**src/bqsg_pkg.sv**
```systemverilog
// Shared types and constants for the biquad filter with stability guard.
`timescale 1ns / 1ps

package bqsg_pkg;

   localparam int SAMPLE_W  = 24;
   localparam int COEF_W    = 24;
   localparam int STATE_W   = 32;
   localparam int FRAC_W    = 20;
   // accumulator head of the serial MAC: three coefficient terms plus growth
   localparam int ACC_W     = COEF_W + 3;
   localparam int PROD_W    = ACC_W + STATE_W;
   localparam int CNT_W     = $clog2(STATE_W);
   localparam int CSR_IDX_W = 3;

   // register indexes
   localparam logic [CSR_IDX_W-1:0] CSR_FEEDBACK_ONE = 3'd0;
   localparam logic [CSR_IDX_W-1:0] CSR_FEEDBACK_TWO = 3'd1;
   localparam logic [CSR_IDX_W-1:0] CSR_FORWARD_ZERO = 3'd2;
   localparam logic [CSR_IDX_W-1:0] CSR_FORWARD_ONE  = 3'd3;
   localparam logic [CSR_IDX_W-1:0] CSR_FORWARD_TWO  = 3'd4;

   typedef logic signed [SAMPLE_W-1:0] sample_type;
   typedef logic signed [COEF_W-1:0]   coef_type;
   typedef logic signed [STATE_W-1:0]  delay_type;
   typedef logic signed [PROD_W-1:0]   prod_type;

   // operands of one serial multiply-accumulate pass
   typedef struct packed {
      coef_type  coef_a;
      coef_type  coef_b;
      coef_type  coef_c;
      delay_type mcand_a;
      delay_type mcand_b;
      delay_type mcand_c;
   } mac_op_type;

endpackage

```
**src/bqsg_mac.sv**
```systemverilog
// Bit-serial three-term multiply-accumulate, one multiplicand bit per cycle.
`timescale 1ns / 1ps

module bqsg_mac import bqsg_pkg::*; (
   input  logic       clock,
   input  logic       reset,
   input  logic       start,
   input  mac_op_type op,
   output logic       done,
   output prod_type   prod
);

   logic                    busy_ff;
   logic                    done_ff;
   logic [CNT_W-1:0]        cnt_ff;
   logic [STATE_W-1:0]      sh_a_ff, sh_b_ff, sh_c_ff;
   logic signed [ACC_W-1:0] acc_ff;
   logic [STATE_W-1:0]      low_ff;

   logic                    last;
   logic signed [ACC_W-1:0] sum_in;

   // one partial product term; the sign bit of the multiplicand weighs negative
   function automatic logic signed [ACC_W-1:0] term(coef_type c, logic bit_v, logic neg);
      logic signed [ACC_W-1:0] ext;
      ext = ACC_W'(c);
      if (!bit_v) return '0;
      return neg ? -ext : ext;
   endfunction

   assign last = (cnt_ff == CNT_W'(STATE_W - 1));

   // add the three terms for the current bit
   always_comb begin
      sum_in = acc_ff + term(op.coef_a, sh_a_ff[0], last)
                      + term(op.coef_b, sh_b_ff[0], last)
                      + term(op.coef_c, sh_c_ff[0], last);
   end

   // control
   always_ff @(posedge clock) begin
      if (reset) begin
         busy_ff <= 1'b0;
         done_ff <= 1'b0;
         cnt_ff  <= '0;
      end else begin
         done_ff <= busy_ff && last;
         if (start) begin
            busy_ff <= 1'b1;
            cnt_ff  <= '0;
         end else if (busy_ff) begin
            cnt_ff <= cnt_ff + 1'b1;
            if (last) busy_ff <= 1'b0;
         end
      end
   end

   // datapath: right-shifting product, low bits drop into low_ff
   always_ff @(posedge clock) begin
      if (start) begin
         sh_a_ff <= op.mcand_a;
         sh_b_ff <= op.mcand_b;
         sh_c_ff <= op.mcand_c;
         acc_ff  <= '0;
         low_ff  <= '0;
      end else if (busy_ff) begin
         sh_a_ff <= sh_a_ff >> 1;
         sh_b_ff <= sh_b_ff >> 1;
         sh_c_ff <= sh_c_ff >> 1;
         acc_ff  <= sum_in >>> 1;
         low_ff  <= {sum_in[0], low_ff[STATE_W-1:1]};
      end
   end

   assign done = done_ff;
   assign prod = {acc_ff, low_ff};

endmodule

```
**src/bqsg_guard.sv**
```systemverilog
// Stability check of the feedback pair against the triangle and pole bound.
`timescale 1ns / 1ps

module bqsg_guard import bqsg_pkg::*; (
   input  logic     clock,
   input  logic     reset,
   input  coef_type feedback_one,
   input  coef_type feedback_two,
   output logic     stable
);

   localparam int SQ_W   = 2 * COEF_W;
   localparam int DISC_W = SQ_W + 1;
   localparam int GW     = COEF_W + 2;
   localparam int ONE_I  = 1 << FRAC_W;

   logic signed [SQ_W-1:0]   sq_ff;
   coef_type                 a_ff, b_ff;
   logic                     stable_ff;

   logic signed [DISC_W-1:0] disc;
   logic signed [GW-1:0]     ext_a, ext_b, tri_lo, tri_hi;
   logic                     stable_in;

   // stage 1: square of the first coefficient
   always_ff @(posedge clock) begin
      sq_ff <= SQ_W'(feedback_one) * SQ_W'(feedback_one);
      a_ff  <= feedback_one;
      b_ff  <= feedback_two;
   end

   // stage 2: discriminant sign and the bounds
   always_comb begin
      ext_a  = GW'(a_ff);
      ext_b  = GW'(b_ff);
      disc   = DISC_W'(sq_ff) + (DISC_W'(b_ff) <<< (FRAC_W + 2));
      tri_lo = GW'(ONE_I) - ext_a - ext_b;
      tri_hi = GW'(ONE_I) + ext_a - ext_b;
      if (disc < 0) begin
         stable_in = (ext_b >= -GW'(ONE_I));
      end else begin
         stable_in = (ext_a <= GW'(2 * ONE_I)) && (ext_a >= -GW'(2 * ONE_I)) &&
                     (tri_lo >= 0) && (tri_hi >= 0);
      end
   end

   always_ff @(posedge clock) begin
      if (reset) stable_ff <= 1'b1;
      else       stable_ff <= stable_in;
   end

   assign stable = stable_ff;

endmodule

```
**src/biquad_filter_with_stability_guard_core.sv**
```systemverilog
// Top level of the biquad IIR filter (direct form II) with stability guard.
// Usage:
//  - csr_ channel writes one coefficient word (index 0..4, Q4.20) per accept;
//    csr_ready is always high. Write only while no sample is in flight.
//    Indexes beyond four are ignored.
//  - req_ channel takes one 24-bit sample word; rsp_ channel returns one
//    filtered, saturated 24-bit word per sample.
//  - Each sample runs two bit-serial passes of a shared three-term MAC, one
//    multiplicand bit per cycle: first the feedback sum, then the output
//    sum, plus rounding and handoff.
//  - rsp_valid rises when the result is handed to the output register;
//    req_ready returns in the same cycle, so a sample is taken only after the last one is handed off.
//  - The result sits in an output register, so the next sample is taken
//    while rsp_valid still waits; a stalled receiver only blocks the next
//    result handoff, which then waits until rsp_ready.
//  - If the feedback pair is unstable, the output is 0 and the delay line
//    takes the raw sample.
//  - Synchronous active-high reset clears coefficients, delay line and
//    handshakes; the block is ready in the first cycle after reset.
`timescale 1ns / 1ps

module biquad_filter_with_stability_guard_core import bqsg_pkg::*; (
   input  logic                 clock,
   input  logic                 reset,
   input  logic                 req_valid,
   output logic                 req_ready,
   input  logic [SAMPLE_W-1:0]  req_sample_in,
   output logic                 rsp_valid,
   input  logic                 rsp_ready,
   output logic [SAMPLE_W-1:0]  rsp_sample_out,
   input  logic                 csr_valid,
   output logic                 csr_ready,
   input  logic [CSR_IDX_W-1:0] csr_index,
   input  logic [COEF_W-1:0]    csr_data
);

   localparam int HI_W  = PROD_W - FRAC_W;
   localparam int SUM_W = HI_W + 2;
   localparam logic signed [SUM_W-1:0] W_HI =
      {{(SUM_W - STATE_W + 1){1'b0}}, {(STATE_W - 1){1'b1}}};
   localparam logic signed [SUM_W-1:0] W_LO = ~W_HI;
   localparam logic signed [SUM_W-1:0] Y_HI =
      {{(SUM_W - SAMPLE_W + 1){1'b0}}, {(SAMPLE_W - 1){1'b1}}};
   localparam logic signed [SUM_W-1:0] Y_LO = ~Y_HI;

   typedef enum logic [2:0] {
      ST_IDLE,
      ST_PASS1,
      ST_FIN1,
      ST_PASS2,
      ST_OUT
   } state_type;

   state_type  state_ff;
   coef_type   fb1_ff, fb2_ff, fw0_ff, fw1_ff, fw2_ff;
   delay_type  dn_ff, do_ff, w_ff;
   sample_type x_ff, y_ff, rsp_data_ff;
   logic       rsp_valid_ff;

   logic       stable;
   logic       mac_start, mac_done, pass2;
   mac_op_type mac_op;
   prod_type   prod;

   logic signed [HI_W-1:0]  prod_hi;
   logic signed [SUM_W-1:0] sum_in;
   delay_type               w_in;
   sample_type              y_in;
   logic                    req_take, rsp_free;

   assign req_ready = (state_ff == ST_IDLE);
   assign req_take  = req_valid && req_ready;
   assign rsp_free  = !rsp_valid_ff || rsp_ready;
   assign csr_ready = 1'b1;

   // coefficient registers
   always_ff @(posedge clock) begin
      if (reset) begin
         fb1_ff <= '0;
         fb2_ff <= '0;
         fw0_ff <= '0;
         fw1_ff <= '0;
         fw2_ff <= '0;
      end else if (csr_valid) begin
         unique case (csr_index)
            CSR_FEEDBACK_ONE: fb1_ff <= csr_data;
            CSR_FEEDBACK_TWO: fb2_ff <= csr_data;
            CSR_FORWARD_ZERO: fw0_ff <= csr_data;
            CSR_FORWARD_ONE:  fw1_ff <= csr_data;
            CSR_FORWARD_TWO:  fw2_ff <= csr_data;
            default: ;
         endcase
      end
   end

   bqsg_guard u_guard (
      .clock        (clock),
      .reset        (reset),
      .feedback_one (fb1_ff),
      .feedback_two (fb2_ff),
      .stable       (stable)
   );

   // MAC operands: feedback pair first, then the three forward taps
   assign pass2     = (state_ff == ST_FIN1) || (state_ff == ST_PASS2);
   assign mac_start = req_take || (state_ff == ST_FIN1);

   always_comb begin
      mac_op.coef_a  = pass2 ? fw1_ff : fb1_ff;
      mac_op.coef_b  = pass2 ? fw2_ff : fb2_ff;
      mac_op.coef_c  = pass2 ? fw0_ff : '0;
      mac_op.mcand_a = dn_ff;
      mac_op.mcand_b = do_ff;
      mac_op.mcand_c = w_ff;
   end

   bqsg_mac u_mac (
      .clock (clock),
      .reset (reset),
      .start (mac_start),
      .op    (mac_op),
      .done  (mac_done),
      .prod  (prod)
   );

   // round half up, add the sample on the feedback pass, saturate
   always_comb begin
      prod_hi = prod[PROD_W-1:FRAC_W];
      sum_in  = SUM_W'(prod_hi) + SUM_W'({1'b0, prod[FRAC_W-1]});
      if (state_ff == ST_PASS1) sum_in = sum_in + SUM_W'(x_ff);

      if (!stable)           w_in = STATE_W'(x_ff);
      else if (sum_in > W_HI) w_in = W_HI[STATE_W-1:0];
      else if (sum_in < W_LO) w_in = W_LO[STATE_W-1:0];
      else                    w_in = sum_in[STATE_W-1:0];

      if (!stable)           y_in = '0;
      else if (sum_in > Y_HI) y_in = Y_HI[SAMPLE_W-1:0];
      else if (sum_in < Y_LO) y_in = Y_LO[SAMPLE_W-1:0];
      else                    y_in = sum_in[SAMPLE_W-1:0];
   end

   // sequencer, delay line and output register
   always_ff @(posedge clock) begin
      if (reset) begin
         state_ff     <= ST_IDLE;
         rsp_valid_ff <= 1'b0;
         dn_ff        <= '0;
         do_ff        <= '0;
      end else begin
         // result word: load on handoff, clear once taken
         if (state_ff == ST_OUT && rsp_free) rsp_valid_ff <= 1'b1;
         else if (rsp_valid_ff && rsp_ready) rsp_valid_ff <= 1'b0;
         unique case (state_ff)
            ST_IDLE: begin
               if (req_take) begin
                  x_ff     <= req_sample_in;
                  state_ff <= ST_PASS1;
               end
            end
            ST_PASS1: begin
               if (mac_done) begin
                  w_ff     <= w_in;
                  state_ff <= ST_FIN1;
               end
            end
            ST_FIN1: begin
               state_ff <= ST_PASS2;
            end
            ST_PASS2: begin
               if (mac_done) begin
                  y_ff     <= y_in;
                  state_ff <= ST_OUT;
               end
            end
            ST_OUT: begin
               if (rsp_free) begin
                  rsp_data_ff  <= y_ff;
                  do_ff        <= dn_ff;
                  dn_ff        <= w_ff;
                  state_ff     <= ST_IDLE;
               end
            end
            default: state_ff <= ST_IDLE;
         endcase
      end
   end

   assign rsp_valid      = rsp_valid_ff;
   assign rsp_sample_out = rsp_data_ff;

endmodule

```
**config.mk**
```make
export PLATFORM = sky130hd
export DESIGN_NAME = biquad_filter_with_stability_guard_core
export DESIGN_NICKNAME = d
export VERILOG_FILES = /design/src/bqsg_pkg.sv /design/src/bqsg_mac.sv /design/src/bqsg_guard.sv /design/src/biquad_filter_with_stability_guard_core.sv
export SDC_FILE = /design/constraint.sdc
export NUM_CORES = 2
export LEC_CHECK = 0
export ABC_AREA = 1
export BUFFER_PORTS_ARGS = -buffer_cell sky130_fd_sc_hd__clkbuf_2
export CELL_PAD_IN_SITES_DETAIL_PLACEMENT = 0
export CELL_PAD_IN_SITES_GLOBAL_PLACEMENT = 1
export CORE_ASPECT_RATIO = 0.9
export CORE_MARGIN = 4
export CORE_UTILIZATION = 50
export DETAILED_ROUTE_END_ITERATION = 10
export PLACE_DENSITY = 0.89
export SYNTH_ARGS = -nofsm -noshare
export SYNTH_HDL_FRONTEND = slang
export SYNTH_SLANG_ARGS = --single-unit
```
**constraint.sdc**
```tcl
create_clock -name clock -period 20.4 [get_ports clock]
set_clock_uncertainty 0.05 [all_clocks]
set_input_delay 0 -clock clock [delete_from_list [all_inputs] [get_ports clock]]
set_output_delay 0 -clock clock [all_outputs]
set_load 0.005 [all_outputs]
```
==> summary.md <==
| Metric | Value |
|---|---|
| Outcome | finished, final reports clean |
| Reg clk slew, reported paths | 60 ps |
| EDFF count, synth | 200 |
| CTS tree | done |
| Clk root buf | clkbuf_16 |
| WL final | 141 mm |
| IO Pins | 83 |
| Worst path top cell family by delay | adder cells |
| Chip Height | 306 µm |
| Avg Inst Size Synth | 8.09 µm² |
| Max Root-Sink Buffers | 3 |
| Inserted Clock Buffers | 57 |
| Area contributors post-synth | fa_1 25%, dfxtp_1 13%, edfxtp_1 12% |
| CTS Hold Buffers Added | 82 |
| Share of the synthesized area in the top cell type | 0.251 |
| Slew Limit Headroom | 0.212 |
| WP depth | 24 |
| Final setup viols | 0 |
| Mapped Area | 49400 µm² |
| Commonest non-fill, non-tap cells in the layout | 1363 x inv_1, 1178 x nand2_1, 620 x fa_1, 407 x o21ai_0, 401 x nor2_1 |
| Gr usage total | 0.273 |
| RSZ-0062 raised after global routing | no |
| Nature of the critical path endpoint | flip-flop |
| Bufs and invs on worst path | 8 |
| Largest net degree at the start of global routing | 116 |
| Setup TNS | 0 ps |
| Max Slew Vio Count | 0 |
| Yosys warnings | 0 |
| Static Leak | 27.0 nW |
| Post-CTS setup repair buffer count | 0 |
| Remaining global-route overflow | 0 |
| Ys async rst share | 0 |
| Commonest non-fill, non-tap cell in the layout | inv_1 |
| Non-filler cells, final | 7484 |
| Number of global-route vias before repair | 39700 |
| Crit path kind | flip-flop to flip-flop |
| Storage element area | 12200 µm² |
| Mapped Cells | 6101 |
| Count of final hold-check violations | 0 |
| Post-layout min period | 8150 ps |
| Power per cell area | 64.6 nW/µm² |
| Number of core rows | 109 |
| Reg2Reg Setup Slack | 12250 ps |
| Min-delay worst type | input port to flip-flop |
| Drt drc | 0 |
| Multi-input gate area | 31100 µm² |
| I/O Buffers | 81 |
| Synth cell types | 65 |
| TritonCTS Sinks | 509 |
| Routed len/inst | 18.8 µm |
| Worst EP arrival | 8670 ps |
| Max_cap viols | 0 |
| Area leader, netlist | fa_1 |
| Layout filler cell count | 9096 |
| Iter 0 DRT Violations | 3505 |
| Critical Path Start Type | flip-flop |
| Final core occ | 0.548 |
| Total die area | 104000 µm² |
| RePlAce Congestion | 0.988 |
| Worst Max-Slew Pin Slew | 1180 ps |
| Layout cells sized above 1 | 0.0549 |
| Seq/Total Area, Yosys | 0.247 |
| Initial Util | 0.503 |
| Final ANT Viol Nets | 0 |
| Slowest stage delay, CP | 880 ps |
| Horiz. Die Dim | 339 µm |
| RR Startpoint | fb1_ff[6] |
| Core Box Area | 98100 µm² |
| Worst Slack Setup Final | 12250 ps |
| HP Start | req_sample_in[8] |
| Clk Latency, worst-skew pair | 650 ps |
| DR pass1 iterations | 6 |
| HPWL after DPL | 111 mm |
| Achievable Freq | 0.123 GHz |
| Worst vdd ir | 0.0000717 V |
| Ys flop type | dfxtp_1 |
| Dpl cells | 7293 |
| Post-synth net total | 7106 |
| Hold Crit Endpoint | x_ff[8] |
| Post-synthesis register bit count | 509 |
| Synth-to-Final Area Change | 8.86% |
| Vias | 39900 |
| Nets@finish | 7163 |
| Hold path cells | 2 |
| Via/cell ratio | 5.34 |
| H-tree Lvls | 2 |
| Dpl ws | 12300 ps |
| First-pass GRT wire length | 224 mm |
| Slowest library cell on the worst path | fa_1 |
| Worst Path Required | 20920 ps |
| Pwr Total | 3.47 mW |
| Post-CTS sizing | 0 |
| Tcrit/Tclk final | 0.399 |
| Crit-path cells | buf_4, nand2_1, inv_1, fa_1, inv_1, fa_1, fa_1, inv_1, fa_1, fa_1, fa_1, inv_1, fa_1, inv_1, ha_1, nand2_1, nor2_1, inv_1, nor2_1, inv_1, o31ai_1, nand2_1, nand2_1, xor2_1 |
| Initial antenna violation count | 9 |
| Reg2Reg Depth | 24 |
| Reg2reg end | u_guard.sq_ff[45] |
| Crit path max fanout | 15 |
[synthesized netlist by cell type, drive strengths merged (2+ instances only)]
cell / instances
o221ai: 7
a211oi: 4
a31o: 4
o21a: 14
inv: 1378
a21boi: 4
ha: 329
fa: 620
clkinv: 4
nor3: 55
clkbuf: 176
o21bai: 20
and2: 2
o31ai: 7
a21oi: 381
o211ai: 19
nor2: 421
xnor2: 46
o21ai: 428
buf: 34
nor3b: 3
nand3b: 16
nand3: 200
or2: 7
edfxtp: 200
nor4: 15
a21o: 13
nand2: 1193
o22ai: 5
dfxtp: 309
a31oi: 17
o221a: 2
nand4: 50
mux2: 31
a22oi: 14
xor2: 64
[cells by family after synthesis]
| group | share of synthesized area |
|---|---|
| flops | 0.247 |
| mux | 0.00707 |
| compound gates | 0.103 |
| fa+ha+maj | 0.335 |
| xor+xnor | 0.0195 |
| other cells | 0.0000760 |
| simple gates | 0.165 |
| buf+inv | 0.123 |
[routing by layer]
metal / wire length [µm] / track usage / share of wire
met5: 48 / 0 / 0.00034
met4: 3290 / 0.0607 / 0.023
met3: 11100 / 0.0413 / 0.079
met2: 61700 / 0.423 / 0.44
met1: 64700 / 0.408 / 0.46
[sequential cells by signal, summed over array words and instances (netlist names), 26 cells and up]
name	count
dn_ff	32
do_ff	32
u_mac.sh_a_ff	32
u_mac.sh_b_ff	32
u_mac.sh_c_ff	32
w_ff	32
u_guard.sq_ff	27
u_mac.acc_ff	26
[final cells by class]
| class | instances | share of cell area |
|---|---|---|
| well taps | 1276 | 0.0297 |
| clock buffers | 72 | 0.0285 |
| clock inverters | 36 | 0.00945 |
| repair buffers | 208 | 0.0291 |
| multi-input cells | 4000 | 0.580 |
| inverters | 1382 | 0.0966 |
| flip-flops and latches | 509 | 0.227 |
| diodes | 1 | 0.0000466 |
[worst max path at each step]
stage	from	end	slack (ps)
2_1_floorplan	fb1_ff[2]	u_guard.sq_ff[46]	13170
3_3_place_gp	fb1_ff[23]	u_guard.sq_ff[45]	12390
3_5_place_dp	fb1_ff[23]	u_guard.sq_ff[45]	12300
4_1_cts	fb1_ff[23]	u_guard.sq_ff[45]	12230
5_1_grt	fb1_ff[23]	u_guard.sq_ff[45]	11680
6_report	fb1_ff[6]	u_guard.sq_ff[45]	12250
[stage by stage]
step	instance area (µm²)	hold WS, ps
floorplan	49400	48.9
finish	53700	27.9
detailed placement	50900	129
global route	53700	20.0
CTS	53700	0.736
global placement	50900	128
[power breakdown]
group	internal (mW)	switching, mW
sequential	1.19	0.0783
combinational	0.345	0.751
clock	0.654	0.453
total	2.19	1.28
No activity file was read; power rests on OpenSTA's default activity.
